[config.mk]
export PLATFORM = sky130hd
export DESIGN_NAME = tcp_connection_state_machine
export DESIGN_NICKNAME = d
export VERILOG_FILES = /design/src/rtl/tcsm_pkg.sv /design/src/rtl/tcsm_event.sv /design/src/rtl/tcp_connection_state_machine.sv
export SDC_FILE = /design/constraint.sdc
export NUM_CORES = 1
export LEC_CHECK = 0
export ABC_CLOCK_PERIOD_IN_PS = 5400
export BUFFER_PORTS_ARGS = -buffer_cell sky130_fd_sc_hd__clkbuf_2
export CORE_ASPECT_RATIO = 1.2
export CORE_MARGIN = 1.5
export CORE_UTILIZATION = 30
export CTS_BUF_LIST = sky130_fd_sc_hd__clkbuf_8
export DETAILED_ROUTE_END_ITERATION = 10
export PLACE_DENSITY = 0.44
export SYNTH_ARGS = -nofsm -noshare
export SYNTH_HDL_FRONTEND = slang
export SYNTH_HIERARCHICAL = 1
export SYNTH_SLANG_ARGS = --single-unit
[constraint.sdc]
create_clock -name aclk -period 5.4 [get_ports aclk]
set_clock_uncertainty 0.2 [all_clocks]
set_input_delay 0 -clock aclk [delete_from_list [all_inputs] [get_ports aclk]]
set_output_delay 0 -clock aclk [all_outputs]
set_load 0.02 [all_outputs]
[src/rtl/tcsm_pkg.sv]
// ----------------------------------------------------------------------------
// tcsm_pkg
// Shared types, codes and helpers of the TCP connection state machine.
// ----------------------------------------------------------------------------
`default_nettype none

package tcsm_pkg;

    // TCP flag bytes
    localparam logic [7:0] FL_FIN    = 8'h01;
    localparam logic [7:0] FL_SYN    = 8'h02;
    localparam logic [7:0] FL_ACK    = 8'h10;
    localparam logic [7:0] FL_SYNACK = 8'h12;
    localparam logic [7:0] FL_FINACK = 8'h11;

    // event kinds
    localparam logic [1:0] KIND_SEGMENT      = 2'd0;
    localparam logic [1:0] KIND_ACTIVE_OPEN  = 2'd1;
    localparam logic [1:0] KIND_PASSIVE_OPEN = 2'd2;
    localparam logic [1:0] KIND_ACTIVE_CLOSE = 2'd3;

    // configuration register indexes
    localparam logic [1:0] REG_ROLE_SERVER  = 2'd0;
    localparam logic [1:0] REG_LOCAL_PORT   = 2'd1;
    localparam logic [1:0] REG_CLIENT_ISEQ  = 2'd2;
    localparam logic [1:0] REG_SERVER_ISEQ  = 2'd3;

    localparam logic [15:0] LOCAL_PORT_RESET = 16'd5678;
    localparam logic [15:0] SYN_WINDOW       = 16'd1;

    // reported connection state codes
    localparam logic [3:0] CODE_CLOSED      = 4'd0;
    localparam logic [3:0] CODE_LISTEN      = 4'd1;
    localparam logic [3:0] CODE_SYN_SENT    = 4'd2;
    localparam logic [3:0] CODE_SYN_RECV    = 4'd3;
    localparam logic [3:0] CODE_ESTABLISHED = 4'd4;
    localparam logic [3:0] CODE_FIN_WAIT_1  = 4'd5;
    localparam logic [3:0] CODE_FIN_WAIT_2  = 4'd6;
    localparam logic [3:0] CODE_CLOSING     = 4'd8;
    localparam logic [3:0] CODE_LAST_ACK    = 4'd10;

    typedef enum logic [8:0] {
        ST_CLOSED      = 9'b000000001,
        ST_LISTEN      = 9'b000000010,
        ST_SYN_SENT    = 9'b000000100,
        ST_SYN_RECV    = 9'b000001000,
        ST_ESTABLISHED = 9'b000010000,
        ST_FIN_WAIT_1  = 9'b000100000,
        ST_FIN_WAIT_2  = 9'b001000000,
        ST_CLOSING     = 9'b010000000,
        ST_LAST_ACK    = 9'b100000000
    } state_t;

    typedef struct packed {
        logic        role_server;
        logic [15:0] local_port;
        logic [31:0] client_iseq;
        logic [31:0] server_iseq;
    } cfg_t;

    typedef struct packed {
        logic [1:0]  kind;
        logic [7:0]  seg_flags;
        logic [31:0] seg_seq;
        logic [31:0] seg_ack;
        logic [15:0] seg_src_port;
        logic [15:0] seg_dst_port;
        logic [15:0] peer_port;
        logic [15:0] free_window;
    } event_t;

    typedef struct packed {
        logic [7:0]  flags;
        logic [31:0] seq;
        logic [31:0] ack;
        logic [15:0] src_port;
        logic [15:0] dst_port;
        logic [15:0] window;
        logic [3:0]  state_code;
        logic        last;
    } seg_t;

    typedef struct packed {
        state_t      state;
        logic [15:0] remote_port;
        logic [31:0] expected_seq;
        logic [31:0] next_send_seq;
        logic [1:0]  count;
        seg_t        seg0;
        seg_t        seg1;
    } step_t;

    function automatic logic [3:0] state_code(input state_t st);
        logic [3:0] code;
        case (st)
            ST_CLOSED:      code = CODE_CLOSED;
            ST_LISTEN:      code = CODE_LISTEN;
            ST_SYN_SENT:    code = CODE_SYN_SENT;
            ST_SYN_RECV:    code = CODE_SYN_RECV;
            ST_ESTABLISHED: code = CODE_ESTABLISHED;
            ST_FIN_WAIT_1:  code = CODE_FIN_WAIT_1;
            ST_FIN_WAIT_2:  code = CODE_FIN_WAIT_2;
            ST_CLOSING:     code = CODE_CLOSING;
            ST_LAST_ACK:    code = CODE_LAST_ACK;
            default:        code = CODE_CLOSED;
        endcase
        return code;
    endfunction

endpackage

`default_nettype wire

[src/rtl/tcsm_event.sv]
// ----------------------------------------------------------------------------
// tcsm_event
// Decides the next connection state and the segments one event sends.
// ----------------------------------------------------------------------------
`default_nettype none

module tcsm_event (
    input  var tcsm_pkg::state_t st,
    input  var logic [15:0]      remote_port,
    input  var logic [31:0]      expected_seq,
    input  var logic [31:0]      next_send_seq,
    input  var tcsm_pkg::cfg_t   cfg,
    input  var tcsm_pkg::event_t ev,
    output tcsm_pkg::step_t      step
);
    import tcsm_pkg::*;

    logic        is_fin;
    logic        is_ack;
    logic        is_synack;
    logic [31:0] seq_inc;
    logic [31:0] nss_inc;
    seg_t        seg0;
    seg_t        seg1;
    state_t      st_n;
    logic [15:0] rp_n;
    logic [31:0] es_n;
    logic [31:0] ns_n;
    logic [1:0]  cnt;

    assign is_fin    = (ev.seg_flags == FL_FIN) || (ev.seg_flags == FL_FINACK);
    assign is_ack    = (ev.seg_flags == FL_ACK);
    assign is_synack = (ev.seg_flags == FL_SYNACK);
    assign seq_inc   = ev.seg_seq + 32'd1;
    assign nss_inc   = next_send_seq + 32'd1;

    always_comb begin
        st_n = st;
        rp_n = remote_port;
        es_n = expected_seq;
        ns_n = next_send_seq;
        cnt  = 2'd0;
        seg0 = '0;
        seg1 = '0;
        case (ev.kind)
            KIND_ACTIVE_OPEN: begin
                if (st == ST_CLOSED) begin
                    rp_n          = ev.peer_port;
                    seg0.flags    = FL_SYN;
                    seg0.seq      = cfg.client_iseq;
                    seg0.ack      = '0;
                    seg0.src_port = cfg.local_port;
                    seg0.dst_port = ev.peer_port;
                    seg0.window   = SYN_WINDOW;
                    cnt           = 2'd1;
                    st_n          = ST_SYN_SENT;
                end
            end
            KIND_PASSIVE_OPEN: begin
                if (st == ST_CLOSED) begin
                    st_n = ST_LISTEN;
                end
            end
            KIND_ACTIVE_CLOSE: begin
                if (st == ST_ESTABLISHED) begin
                    seg0.flags    = FL_FIN;
                    seg0.seq      = next_send_seq;
                    seg0.ack      = expected_seq;
                    seg0.src_port = cfg.local_port;
                    seg0.dst_port = remote_port;
                    seg0.window   = SYN_WINDOW;
                    cnt           = 2'd1;
                    ns_n          = nss_inc;
                    st_n          = ST_FIN_WAIT_1;
                end
            end
            default: begin
                case (st)
                    ST_LISTEN: begin
                        if (ev.seg_flags == FL_SYN) begin
                            rp_n          = ev.seg_src_port;
                            seg0.flags    = FL_SYNACK;
                            seg0.seq      = cfg.server_iseq;
                            seg0.ack      = seq_inc;
                            seg0.src_port = cfg.local_port;
                            seg0.dst_port = ev.seg_src_port;
                            seg0.window   = SYN_WINDOW;
                            cnt           = 2'd1;
                            st_n          = ST_SYN_RECV;
                        end
                    end
                    ST_SYN_SENT, ST_ESTABLISHED: begin
                        if (is_synack) begin
                            // answer a (repeated) SYN-ACK from its own ports
                            seg0.flags    = FL_ACK;
                            seg0.seq      = ev.seg_ack;
                            seg0.ack      = seq_inc;
                            seg0.src_port = ev.seg_dst_port;
                            seg0.dst_port = ev.seg_src_port;
                            seg0.window   = SYN_WINDOW;
                            cnt           = 2'd1;
                            st_n          = ST_ESTABLISHED;
                        end else if (st == ST_ESTABLISHED && cfg.role_server && is_fin) begin
                            es_n          = seq_inc;
                            seg0.flags    = FL_ACK;
                            seg0.seq      = next_send_seq;
                            seg0.ack      = seq_inc;
                            seg0.src_port = cfg.local_port;
                            seg0.dst_port = remote_port;
                            seg0.window   = ev.free_window;
                            seg1          = seg0;
                            seg1.flags    = FL_FIN;
                            seg1.window   = SYN_WINDOW;
                            cnt           = 2'd2;
                            st_n          = ST_LAST_ACK;
                        end
                    end
                    ST_SYN_RECV: begin
                        if (is_ack) begin
                            st_n = ST_ESTABLISHED;
                        end
                    end
                    ST_FIN_WAIT_1: begin
                        if (is_fin) begin
                            es_n          = seq_inc;
                            seg0.flags    = FL_ACK;
                            seg0.seq      = next_send_seq;
                            seg0.ack      = seq_inc;
                            seg0.src_port = cfg.local_port;
                            seg0.dst_port = remote_port;
                            seg0.window   = ev.free_window;
                            cnt           = 2'd1;
                            ns_n          = nss_inc;
                            st_n          = ST_CLOSING;
                        end else if (is_ack && !cfg.role_server) begin
                            es_n = seq_inc;
                            st_n = ST_FIN_WAIT_2;
                        end
                    end
                    ST_FIN_WAIT_2: begin
                        if (!cfg.role_server && is_fin) begin
                            es_n          = seq_inc;
                            seg0.flags    = FL_ACK;
                            seg0.seq      = next_send_seq;
                            seg0.ack      = seq_inc;
                            seg0.src_port = cfg.local_port;
                            seg0.dst_port = remote_port;
                            seg0.window   = ev.free_window;
                            cnt           = 2'd1;
                            st_n          = ST_CLOSED;
                        end
                    end
                    ST_CLOSING: begin
                        if (is_ack) begin
                            st_n = ST_CLOSED;
                        end
                    end
                    ST_LAST_ACK: begin
                        if (cfg.role_server && is_ack) begin
                            st_n = ST_CLOSED;
                        end
                    end
                    default: begin
                    end
                endcase
            end
        endcase
        seg0.state_code = state_code(st_n);
        seg1.state_code = state_code(st_n);
        seg0.last       = (cnt == 2'd1);
        seg1.last       = 1'b1;

        step.state         = st_n;
        step.remote_port   = rp_n;
        step.expected_seq  = es_n;
        step.next_send_seq = ns_n;
        step.count         = cnt;
        step.seg0          = seg0;
        step.seg1          = seg1;
    end

endmodule

`default_nettype wire

[src/rtl/tcp_connection_state_machine.sv]
// The first segment of an event is registered and valid in the cycle after the event is taken.
// Throughput: one event per cycle while each sends at most one segment and m_ready
// stays high; an event that sends two segments holds the two-entry output queue
// until both are popped, since a new event is taken only once the queue drains.
// Reset: synchronous, active low; clears the connection state, the output queue
// and restores the configuration registers to their defaults.
// ----------------------------------------------------------------------------
// tcp_connection_state_machine
// Single-connection TCP state machine with a two-entry segment output queue.
// ----------------------------------------------------------------------------
`default_nettype none

module tcp_connection_state_machine (
    input  wire         aclk,
    input  wire         aresetn,
    input  wire         cfg_wr_en,
    input  wire  [1:0]  cfg_addr,
    input  wire  [31:0] cfg_wdata,
    input  wire         s_valid,
    output logic        s_ready,
    input  wire  [1:0]  s_kind,
    input  wire  [7:0]  s_seg_flags,
    input  wire  [31:0] s_seg_seq,
    input  wire  [31:0] s_seg_ack,
    input  wire  [15:0] s_seg_src_port,
    input  wire  [15:0] s_seg_dst_port,
    input  wire  [15:0] s_peer_port,
    input  wire  [15:0] s_free_window,
    output logic        m_valid,
    input  wire         m_ready,
    output logic [7:0]  m_out_flags,
    output logic [31:0] m_out_seq,
    output logic [31:0] m_out_ack,
    output logic [15:0] m_out_src_port,
    output logic [15:0] m_out_dst_port,
    output logic [15:0] m_out_window,
    output logic [3:0]  m_conn_state_now,
    output logic        m_last
);
    import tcsm_pkg::*;

    cfg_t        cfg_reg;
    state_t      state_reg;
    logic [15:0] remote_port_reg;
    logic [31:0] expected_seq_reg;
    logic [31:0] next_send_seq_reg;
    seg_t        slot0_reg;
    seg_t        slot1_reg;
    logic [1:0]  count_reg;

    event_t ev;
    step_t  step;
    logic   accept;
    logic   pop;

    assign ev.kind         = s_kind;
    assign ev.seg_flags    = s_seg_flags;
    assign ev.seg_seq      = s_seg_seq;
    assign ev.seg_ack      = s_seg_ack;
    assign ev.seg_src_port = s_seg_src_port;
    assign ev.seg_dst_port = s_seg_dst_port;
    assign ev.peer_port    = s_peer_port;
    assign ev.free_window  = s_free_window;

    tcsm_event u_event (
        .st            (state_reg),
        .remote_port   (remote_port_reg),
        .expected_seq  (expected_seq_reg),
        .next_send_seq (next_send_seq_reg),
        .cfg           (cfg_reg),
        .ev            (ev),
        .step          (step)
    );

    assign m_valid = (count_reg != 2'd0);
    assign pop     = m_valid && m_ready;
    // take an event only when the queue is empty after this cycle's pop
    assign s_ready = (count_reg == 2'd0) || ((count_reg == 2'd1) && m_ready);
    assign accept  = s_valid && s_ready;

    assign m_out_flags      = slot0_reg.flags;
    assign m_out_seq        = slot0_reg.seq;
    assign m_out_ack        = slot0_reg.ack;
    assign m_out_src_port   = slot0_reg.src_port;
    assign m_out_dst_port   = slot0_reg.dst_port;
    assign m_out_window     = slot0_reg.window;
    assign m_conn_state_now = slot0_reg.state_code;
    assign m_last           = slot0_reg.last;

    always_ff @(posedge aclk) begin
        if (!aresetn) begin
            cfg_reg.role_server <= 1'b0;
            cfg_reg.local_port  <= LOCAL_PORT_RESET;
            cfg_reg.client_iseq <= '0;
            cfg_reg.server_iseq <= '0;
        end else if (cfg_wr_en) begin
            case (cfg_addr)
                REG_ROLE_SERVER: cfg_reg.role_server <= cfg_wdata[0];
                REG_LOCAL_PORT:  cfg_reg.local_port  <= cfg_wdata[15:0];
                REG_CLIENT_ISEQ: cfg_reg.client_iseq <= cfg_wdata;
                REG_SERVER_ISEQ: cfg_reg.server_iseq <= cfg_wdata;
                default: begin
                end
            endcase
        end
    end

    always_ff @(posedge aclk) begin
        if (!aresetn) begin
            state_reg         <= ST_CLOSED;
            remote_port_reg   <= '0;
            expected_seq_reg  <= '0;
            next_send_seq_reg <= '0;
        end else if (accept) begin
            state_reg         <= step.state;
            remote_port_reg   <= step.remote_port;
            expected_seq_reg  <= step.expected_seq;
            next_send_seq_reg <= step.next_send_seq;
        end
    end

    always_ff @(posedge aclk) begin
        if (!aresetn) begin
            count_reg <= 2'd0;
        end else if (accept) begin
            count_reg <= step.count;
        end else if (pop) begin
            count_reg <= count_reg - 2'd1;
        end
    end

    always_ff @(posedge aclk) begin
        if (accept) begin
            slot0_reg <= step.seg0;
            slot1_reg <= step.seg1;
        end else if (pop) begin
            // advance the second segment to the head
            slot0_reg <= slot1_reg;
        end
    end

`ifndef SYNTH
    a_state_onehot: assert property (@(posedge aclk) disable iff (!aresetn)
        $onehot(state_reg))
        else $error("connection state lost its one-hot encoding");

    a_count_range: assert property (@(posedge aclk) disable iff (!aresetn)
        count_reg != 2'd3)
        else $error("output queue overfilled");

    a_not_last_has_follower: assert property (@(posedge aclk) disable iff (!aresetn)
        (m_valid && !m_last) |-> (count_reg == 2'd2))
        else $error("non-final segment without a following segment");

    a_pair_queued: assert property (@(posedge aclk) disable iff (!aresetn)
        (accept && step.count == 2'd2) |=> (m_valid && !m_last && slot1_reg.last))
        else $error("two-segment transaction not queued in order");
`endif

endmodule

`default_nettype wire

# ---- Word level (Yosys, flattened, before mapping)
# Index checks and enable logic that the tools add are counted.
dict set report word_totals {
  output_inout_bits 127
  in_bits 177
  word_cells 153
  regBits 421
}
dict set report classes {
  bitwise 5
  reduce_logical 33
  n_mux 52
  n_addsub 3
  n_eq_ne 36
}
# operator count
set op_table {}
lappend op_table {{$pmux 120 s4} 1}
lappend op_table {{$mux 117} 4}
lappend op_table {{$pmux 120 s3} 1}
lappend op_table {{$mux 32} 8}
lappend op_table {{$mux 125} 2}
lappend op_table {{$mux 120} 1}
lappend op_table {{$mux 118} 1}
lappend op_table {{$mux 114} 1}
lappend op_table {{$mux 113} 1}
lappend op_table {{$mux 9} 12}
lappend op_table {{$pmux 32 s3} 1}
lappend op_table {{$add 32x1->32 const B} 2}
lappend op_table {{$pmux 32 s2} 1}
lappend op_table {{$pmux 9 s7} 1}
lappend op_table {{$mux 16} 3}
lappend op_table {{$pmux 16 s2} 1}
lappend op_table {{$pmux 4 s8} 1}
lappend op_table {{$pmux 9 s3} 1}
lappend op_table {{$eq 8x5->1 const B} 3}
lappend op_table {{$eq 9x2->1 const B} 2}
lappend op_table {{$eq 9x3->1 const B} 2}
lappend op_table {{$eq 9x4->1 const B} 2}
lappend op_table {{$eq 9x5->1 const B} 2}
lappend op_table {{$eq 9x6->1 const B} 2}
lappend op_table {{other kinds (30)} 73}

# ---- Depth between registers and ports, before layout
# Gate-level depths: netlist (run 1).
dict set report depth {
  depth_word 10
  mapped_depth 14
  mapped_depth_nobuf 11
}

# ---- Cells and area by module
# Netlist (run 1), hierarchy kept.
# module seq_area_each_um2 n_inst area_each_um2 cells_each
set by_module_without_submodules {}
lappend by_module_without_submodules {tcp_connection_state_machine 10950.5 1 15434.8 1169}
lappend by_module_without_submodules {tcsm_event 0.0 1 5765.5 971}

# ---- Worst setup path after synthesis (run 1)
# OpenSTA, ideal clock, no wires.
dict set report synth_path {
  kind {reg2reg}
  from {reg count_reg[0]}
  to {reg, netlist name slot1_reg[0]}
  setup_slack_ps 1120
  stages_incl_launch_ff 10
  synth_period_minus_slack_ps 4280
  required_time_ps 4722
  setup_ps 478
  arrival_ps 3602
  n_path_buf 3
  path_cell_list {dfxtp_1 inv_1 ha_1 a21oi_2 buf_6 inv_4 nand2_4 buf_8 buf_6 inv_1}
}
# item line
set synth_lines {}
lappend synth_lines {{start, declared} tcp_connection_state_machine.sv:49} ;# logic [1:0] count_reg;
lappend synth_lines {{start signal, assigned} tcp_connection_state_machine.sv:126} ;# count_reg <= step.count;
lappend synth_lines {{start signal, assigned} tcp_connection_state_machine.sv:128} ;# count_reg <= count_reg - 2'd1;

# ---- Worst setup path after layout (run 1)
dict set report layout_path {
  from {reg state_reg[8]}
  to {reg remote_port_reg[4]}
}
dict set report layout_between {
  elab_chain_cells 3
  elab_cells_between_ends 5
  cone_classes {3 x eq/ne; 2 x reduce/logical}
}
# item line
set layout_lines {}
lappend layout_lines {{start, declared} tcp_connection_state_machine.sv:43} ;# state_t state_reg;
lappend layout_lines {{start signal, assigned} tcp_connection_state_machine.sv:115} ;# state_reg <= step.state;
lappend layout_lines {{$eq 9x1->1 / $eq 9x2->1 (equally long branches)} {tcsm_event.sv:47, tcsm_event.sv:78}}
lappend layout_lines {{$ne 2x1->1 (no source line) / $reduce_bool 2->1 (equally long branches)} --}
lappend layout_lines {{$reduce_and 5->1 (no source line) (*)} --}
lappend layout_lines {{end signal, assigned} tcp_connection_state_machine.sv:116} ;# remote_port_reg <= step.remote_port;
lappend layout_lines {{end, declared} tcp_connection_state_machine.sv:44} ;# logic [15:0] remote_port_reg;
# Mark *: on every way between the ends. The rest lies on a longest branch, timed or not.
# A chain may end at the register's enable or synchronous reset.

==> results of run 1 <==
-- report_power, final --
part | total, mW | internal (mW) | switching (mW)
Sequential | 3.99 | 3.85 | 0.135
Combinational | 1.69 | 0.597 | 1.09
Clock | 3.11 | 1.67 | 1.45
Total | 8.79 | 6.12 | 2.68
-- layout make-up --
type	instances	area share, %
sequential	422	39.9
multi-input combinational	1507	33.8
inverter	38	0.565
antenna	2	0.0182
tap	918	4.18
timing repair buffer	596	16.0
clock inverter	57	1.23
clock buffer	87	4.36
-- placed cells by master (no fill, tap or decap), types with 4 or more instances in the layout --
master         instances
dlygate4sd3_1        257
xnor2_1               17
nand2_1              301
clkbuf_2             302
or3_1                  6
o31ai_1                7
or4_1                  4
a221oi_1               8
clkbuf_8              87
and2_1                91
conb_1                28
bufinv_16              4
dfxtp_1              172
mux2_4                28
buf_4                 34
a21oi_1              173
xor2_1                22
ha_1                   9
a222oi_1              10
a21o_1                24
inv_1                 69
inv_6                  4
and3_1                14
o21ai_0              223
mux2_2               113
a22oi_1               32
and4_1                 8
nor4_1                 8
nor3_1                20
nand3_1              120
nor2_1                81
a22o_1                26
a221o_1               30
edfxtp_1             250
clkinv_1               8
nand4_1               17
a31oi_1               14
clkinv_2               5
-- worst max-delay path, delay by kind of cell, from the launching register on --
family,cells,cell delay (ns)
and+or+nand+nor,4,1.60
buffers and inverters,4,1.53
DFF,1,0.46
muxes,1,0.37
AOI/OAI and AO/OA,2,0.30
-- worst paths after layout --
kind | start | slack, ns | endpoint
setup / recovery | state_reg[8]$_SDFFE_PN0P_ | 0.76 | remote_port_reg[4]$_SDFFE_PN0P_
hold / removal | s_seg_ack[31] | 0.03 | m_out_seq[31]$_DFFE_PP_
setup reg to reg | state_reg[8]$_SDFFE_PN0P_ | 0.76 | remote_port_reg[4]$_SDFFE_PN0P_
hold reg to reg | cfg_reg[62]$_SDFFE_PN0P_ | 0.25 | cfg_reg[62]$_SDFFE_PN0P_
-- timing repair --
action	CTS	global route
endpoints found under the hold margin	299	0
hold buffers	257	0
gates resized for setup	0	0
buffers inserted	0	0
-- stage by stage --
stage	hold slack, ns	instance area, um2	power (mW)
finish	0.0253	27500	8.79
CTS	0.00110	27500	8.94
global route	0.0491	27500	9.19
global placement	0.0431	23400	5.63
detailed placement	0.0500	23400	5.63
floorplan	-0.0771	21300	5.02
-- logic make-up (layout without fill, tap and decap cells) --
group	count (synthesis)	count (layout)	share of synthesized area, %
muxes	145	145	8.18
DFF	422	422	51.7
other	2	30	0.0354
xor gates and xnor gates	39	39	1.61
adders and majority gates	10	10	0.590
and+or+nand+nor	704	704	15.8
buffers and inverters	237	778	5.36
AOI/OAI and AO/OA	581	581	16.8
-- per-layer routing --
metal | global-route usage (%) | vias up
met3 | 2.91 | 121
met1 | 25.2 | 9016
li1 | - | 8742
met5 | 0 | -
met2 | 35.2 | 525
met4 | 7.42 | 6
==> flow_summary.toml, run 1 <==
[run_status]
outcome = "finished clean"

[clock_tree]
clockRootBuffer = "clkbuf_8"
clk_latency_ns = 0.67
clk_pin_slew_worst_paths_ns = 0.06
cts_made_buffers = 78
clock_path_buffers = 3
cts_tree = "yes"
cts_num_sinks = 422
cts-htree-levels = 3

[critical_path]
reg2reg_depth = 11
crit_top_cell = "dlygate4sd3_1"
crit_required_ns = 5.71
criticalPathCategory = "reg2reg"
cp-start-kind = "register"
critPathMaxFanout = 47
cpPeakStageDelay_ns = 0.72
cpMaxStageDelayCell = "nor3_2"
arrival_ns = 4.95
end_kind = "register"
cp_cell_sequence = "nor4_1 -> nand4b_1 -> nor3_2 -> buf_12 -> mux2_2 -> a222oi_1 -> dlygate4sd3_1 -> inv_1 -> nand3_1 -> dlygate4sd3_1 -> a21oi_1"

[routing]
wl_per_cell_um = 20.4
dr_total_vias = 18400
remaining_drc_errors = 0
top_layer_used = "met5"
totalWireLength_um = 73900
detail-route-antenna-nets = 0
wl_met2_um = 36900
wl_met1_um = 31300
drtIter0Drc = 1239
wl_met3_um = 3480
viasPerCell = 5.08
first_pass_iters = 5

[flow_run]
drv_cap = 0

[place]
numPortBuffers = 303
placed_cells = 3224
post-place-ws_ns = 1.24
hpwl_um = 47000
place.gp.congestion = 0.841

[sta]
max_freq_ghz = 0.215
slew_violations = 0
worstMarginPinSlew_ns = 1.05
period_needed_ns = 4.64
rsz0062_at_grt = "false"
final-hold-violation-count = 0
finalSetupTns_ns = 0
max_slew_margin_pct = 29.9
worst_slack_ns = 0.757
period_share_pct = 86.0
setup_viol = 0

[synth]
synth_seq_cells = 422
syn-instance-count = 2140
ys.warnings.count = 6
synth.most_common_cell = "nand2_1"
yosys-top-cells-area = "edfxtp_1 35%, dfxtp_1 16%, mux2_2 6.1%"
yosys-top-cells-count = "301 x nand2_1, 250 x edfxtp_1, 223 x o21ai_0"
ys_seq_area_share_pct = 51.7
synth.distinct_cells = 76
synth_top_area_cell = "edfxtp_1"
synth_area_per_cell_um2 = 9.91
synth-edff-count = 250
post-synth-top-area-fraction_pct = 35.4
syn_area_um2 = 21200
async_flop_share_pct = 0
synth_flop_cell = "edfxtp_1"

[floorplanning]
dieHeight_um = 294
die_area_um2 = 72300
row_count = 106
die_x_um = 246
core_area_um2 = 69800
start_util_pct = 30.4
io_pins = 304

[min_path]
hold_depth = 5
hp-class = "in2reg"

[final_layout]
drive_above_1_share_pct = 22.6
area_growth_pct = 29.6
final_util_pct = 39.4
register_area_um2 = 11000
fin_cells = 3627
largest_reg_flops = 125
nFillCells = 7051
multi_input_area_um2 = 9280
fin_nets = 2830

[global_route]
grt_pass1_wl_um = 112000
globalRouteOverflowTotal = 0
grtUsageTotal_pct = 20.2
antenna_found_initial = 6
grt_pass1_vias = 18300
grt_max_degree = 116

[power]
ir_worst_vdd_mv = 0.225
p_leak_nw = 10.6
p_per_area_nw_per_um2 = 320
Note: power is estimated with default switching activity, not from simulation.
==> run 2: changes to the inputs <==
Settings changed: REMOVE_ABC_BUFFERS from default to 1.
==> flow_summary.toml, run 2 (synthesis gave the netlist of run 1 again) <==
[run_status]
outcome = "finished clean"

[power]
ir_worst_vdd_mv = 0.299
p_per_area_nw_per_um2 = 320
p_leak_nw = 10.5
power.total_mw = 8.77

[global_route]
antenna_found_initial = 4
grt_max_degree = 127
grtUsageTotal_pct = 19.6
globalRouteOverflowTotal = 0
grt_pass1_wl_um = 109000
grt_pass1_vias = 18300

[routing]
dr_total_vias = 18200
drtIter0Drc = 1058
totalWireLength_um = 72200
first_pass_iters = 5
remaining_drc_errors = 0
viasPerCell = 5.02
wl_per_cell_um = 20.0
detail-route-antenna-nets = 0

[critical_path]
critPathTopFamily = "buffers and inverters"
timing.rr.start = "state_reg[8]$_SDFFE_PN0P_"
worst-r2r-setup-slack_ns = 1.01
cp-start-kind = "register"
arrival_ns = 4.68
crit_required_ns = 5.69
cp_num_cells = 11
reg2reg_depth = 11
end_kind = "register"
criticalPathCategory = "reg2reg"
critPathMaxFanout = 23
crit_top_cell = "dlygate4sd3_1"
cp-startpoint = "state_reg[8]$_SDFFE_PN0P_"
path_buf_inv = 4
r2r_end = "remote_port_reg[7]$_SDFFE_PN0P_"
cp_cell_sequence = "nor4_1 -> nand4b_1 -> nor3_2 -> buf_4 -> mux2_2 -> a222oi_1 -> dlygate4sd3_1 -> inv_1 -> nand3_1 -> dlygate4sd3_1 -> a21oi_1"
cpMaxStageDelayCell = "dlygate4sd3_1"
endpoint = "remote_port_reg[7]$_SDFFE_PN0P_"
cpPeakStageDelay_ns = 0.59

[final_layout]
nFillCells = 7017
largest_reg_flops = 125
final_util_pct = 39.3
fin_nets = 2817
area_growth_pct = 29.2
drive_above_1_share_pct = 23.1
fin_cells = 3615
layout_commonest_cell = "clkbuf_2"
layout.cells.most_common_list = "302 x clkbuf_2, 301 x nand2_1, 250 x dlygate4sd3_1, 250 x edfxtp_1, 223 x o21ai_0"

[sta]
period_share_pct = 81.4
worstMarginPinSlew_ns = 1.17
holdWs_ns = 0.0559
slew_violations = 0
period_needed_ns = 4.39
max_slew_margin_pct = 22.2
finalSetupTns_ns = 0
max_freq_ghz = 0.228
final-hold-violation-count = 0
rsz0062_at_grt = "false"
setup_viol = 0

[clock_tree]
cts_made_buffers = 77
cts-htree-levels = 3
clock_path_buffers = 3
clockRootBuffer = "clkbuf_8"
cts.repair.resized = 0
cts_tree = "yes"
clk_pin_slew_worst_paths_ns = 0.06
cts_num_sinks = 422
clk_latency_ns = 0.68

[floorplanning]
die_x_um = 246
dieHeight_um = 294
die_area_um2 = 72300
row_count = 106
start_util_pct = 30.4
io_pins = 304
core_area_um2 = 69800

[min_path]
hp-class = "in2reg"

[place]
placed_cells = 3219
place.gp.congestion = 0.840
numPortBuffers = 303
hpwl_um = 43800

[flow_run]
drv_cap = 0
-- run 2: tightest hold or removal path: stages --
cell      delay, ns
clkbuf_2       0.13
inv_1          0.10
ha_2           0.21
a221oi_1       0.10
a31oi_1        0.14
nand3_1        0.07
a21oi_1        0.12
-- run 2: layer usage --
metal / global-route usage, % / wire length [um] / share of wire, %
met1: 24.2 / 31400 / 43
met2: 34.4 / 35700 / 49
met3: 2.95 / 3050 / 4.2
met4: 6.99 / 2110 / 2.9
met5: 0 / 0 / 0
-- run 2: area by class of cell --
| class | count | area [um2] | area share (%) |
|---|---|---|---|
| Sequential cell | 422 | 11000 | 40.0 |
| Multi-Input combinational cell | 1507 | 9300 | 33.9 |
| Timing Repair Buffer | 584 | 4280 | 15.6 |
| Clock buffer | 92 | 1270 | 4.62 |
| Tap cell | 918 | 1150 | 4.19 |
| Clock inverter | 50 | 284 | 1.04 |
| Inverter | 38 | 155 | 0.566 |
| Antenna cell | 4 | 10.0 | 0.0365 |
-- run 2: timing repair --
item / CTS / global route
hold endpoints to repair: 313 / 0
setup buffers: 0 / 0
hold buffers: 250 / 0
-- run 2: how the worst min path moves through the flow --
stage,startpoint,end,slack (ns),depth (start not counted)
2_1_floorplan,aresetn,cfg_reg[65]$_SDFFE_PN1P_,-0.13,1
3_3_place_gp,cfg_wdata[16],cfg_reg[16]$_SDFFE_PN0P_,0.04,3
3_5_place_dp,cfg_wdata[18],cfg_reg[18]$_SDFFE_PN0P_,0.05,3
4_1_cts,s_kind[0],next_send_seq_reg[0]$_SDFFE_PN0P_,0.002,7
5_1_grt,s_free_window[12],m_out_window[12]$_DFFE_PP_,0.05,4
6_report,s_kind[0],next_send_seq_reg[0]$_SDFFE_PN0P_,0.06,7
-- run 2: where the power goes --
group | total, mW | switching [mW] | internal, mW
clock network | 3.09 | 1.48 | 1.62
registers | 3.97 | 0.122 | 3.85
logic | 1.70 | 1.11 | 0.594
-- run 2: stage by stage --
step / area [um2] / setup WS [ns]
5_1_grt: 27400 / 0.838
3_5_place_dp: 23300 / 1.26
2_1_floorplan: 20300 / -1.59
3_3_place_gp: 23300 / 1.36
6_report: 27400 / 1.01
4_1_cts: 27400 / 1.06
==> run 3: changes to the inputs <==
Settings changed: ABC_CLOCK_PERIOD_IN_PS 5400 to 4300.
Clock period 5.4 ns to 4.3 ns, I/O delays scaled along.
==> flow_summary.toml, run 3 (synthesis gave the netlist of run 1 again) <==
[clock_tree]
cts_made_buffers = 77
cts_tree = "yes"
cts-htree-levels = 3
clock_path_buffers = 3
cts_num_sinks = 422
clk_pin_slew_worst_paths_ns = 0.06
clockRootBuffer = "clkbuf_8"
clk_latency_ns = 0.66

[global_route]
grtUsageTotal_pct = 19.9
grt_pass1_vias = 18600
grt_max_degree = 105
grt_pass1_wl_um = 111000
globalRouteOverflowTotal = 0
antenna_found_initial = 4

[floorplanning]
die_x_um = 246
core_area_um2 = 69800
die_area_um2 = 72300
dieHeight_um = 294
io_pins = 304
start_util_pct = 30.4
row_count = 106

[final_layout]
layout_commonest_cell = "clkbuf_2"
multi_input_area_um2 = 9300
final_util_pct = 39.3
drive_above_1_share_pct = 22.9
layout.cells.most_common_list = "302 x clkbuf_2, 301 x nand2_1, 250 x edfxtp_1"
register_area_um2 = 11000
stdcell_area_um2 = 27400
fin_nets = 2833
nFillCells = 7071
area_growth_pct = 29.4
largest_reg_flops = 125

[power]
combPwrFrac_pct = 20.0
ir_worst_vdd_mv = 0.212
clkPwrFrac_pct = 33.7
cell_internal_pwr_mw = 7.42
p_per_area_nw_per_um2 = 393
p_leak_nw = 10.7
power.share.sequential_pct = 46.3
swShare_pct = 31.3
p_sw_mw = 3.37

[routing]
dr_total_vias = 18300
detail-route-antenna-nets = 0
first_pass_iters = 5
drtIter0Drc = 1006
remaining_drc_errors = 0
totalWireLength_um = 73300
viasPerCell = 5.05
wl_per_cell_um = 20.2

[place]
dpl_cell_area_um2 = 23500
place.gp.congestion = 0.846
hpwl_um = 44700
numPortBuffers = 303

[critical_path]
end_kind = "register"
arrival_ns = 4.36
criticalPathCategory = "reg2reg"
critPathMaxFanout = 16
cp-start-kind = "register"
worst-r2r-setup-slack_ns = 0.27
crit_required_ns = 4.63

[sta]
max_slew_margin_pct = 27.8
slew_violations = 0
setup_viol = 0
period_share_pct = 93.7
worstMarginPinSlew_ns = 1.08
max_freq_ghz = 0.248
rsz0062_at_grt = "false"
period_needed_ns = 4.03
final-hold-violation-count = 0

[flow_run]
drv_cap = 0

[min_path]
hp-class = "in2reg"

[run_status]
outcome = "finished clean"
[run 3: changes by cell type in the layout (fill, tap and decap cells not counted), moves of 4 or more]
cell	change
clkbuf_8	-7
buf_4	+13
buf_12	+4
clkinv_2	-7
inv_1	+20
[run 3: worst paths after layout]
check | startpoint | end | cells after the start
max | state_reg[0]$_SDFFE_PN1P_ | m_out_dst_port[8]$_DFFE_PP_ | 9
min | cfg_wdata[22] | cfg_reg[54]$_SDFFE_PN0P_ | 4
max reg2reg | state_reg[0]$_SDFFE_PN1P_ | m_out_dst_port[8]$_DFFE_PP_ | 9
min reg2reg | cfg_reg[56]$_SDFFE_PN0P_ | cfg_reg[56]$_SDFFE_PN0P_ | 2
[run 3: what timing repair did]
item | CTS | global route
hold buffers | 249 | 0
hold endpoints to repair | 319 | 0
endpoints found under the setup margin | 0 | 7
resized for setup | 0 | 1
setup buffers | 0 | 3
[run 3: per-layer routing]
| metal | track usage (%) | part of all wire [%] | vias to the layer above |
|---|---|---|---|
| met1 | 24.9 | 44 | 8994 |
| met3 | 2.93 | 4.3 | 115 |
| li1 | - | - | 8739 |
| met2 | 34.3 | 49 | 485 |
| met4 | 7.84 | 3.1 | 0 |
| met5 | 0 | 0 | - |
[run 3: metrics by stage]
stage | std cells | setup slack [ns] | setup TNS (ns) | hold WS (ns) | power, mW
2_1_floorplan | 1967 | -2.69 | -558.02 | -0.128 | 6.19
3_3_place_gp | 3233 | 0.619 | 0 | 0.0406 | 7.08
3_5_place_dp | 3233 | 0.575 | 0 | 0.0460 | 7.09
4_1_cts | 3626 | 0.0264 | 0 | 0.00493 | 11.0
5_1_grt | 3632 | 0.112 | 0 | 0.0497 | 11.3
6_report | 3633 | 0.272 | 0 | 0.0609 | 10.8
[run 3: power groups by stage]
| stage | clock network (mW) | logic [mW] | registers, mW |
|---|---|---|---|
| 3_5_place_dp | 0 | 2.01 | 5.08 |
| 2_1_floorplan | 0 | 0.817 | 5.37 |
| 5_1_grt | 3.94 | 2.31 | 5.04 |
| 6_report | 3.64 | 2.16 | 4.99 |
| 4_1_cts | 3.77 | 2.20 | 5.00 |
| 3_3_place_gp | 0 | 2.00 | 5.08 |
[run 3: final cells by class]
class	count	share of cell area (%)
well taps	918	4.19
clock buffers	85	4.26
repair buffers	600	16.2
clock inverters	59	0.948
multi-input cells	1507	33.9
diodes	4	0.0365
inverters	38	0.565
flip-flops and latches	422	39.9
[run 3: worst max-delay path, stage by stage, from the launching register on]
cell,delay [ns]
dfxtp_1,0.36
or4_1,0.58
buf_4,0.20
nor3_1,0.43
o31ai_4,0.18
buf_4,0.25
nor2_2,0.72
a221o_1,0.27
dlygate4sd3_1,0.55
mux2_2,0.14
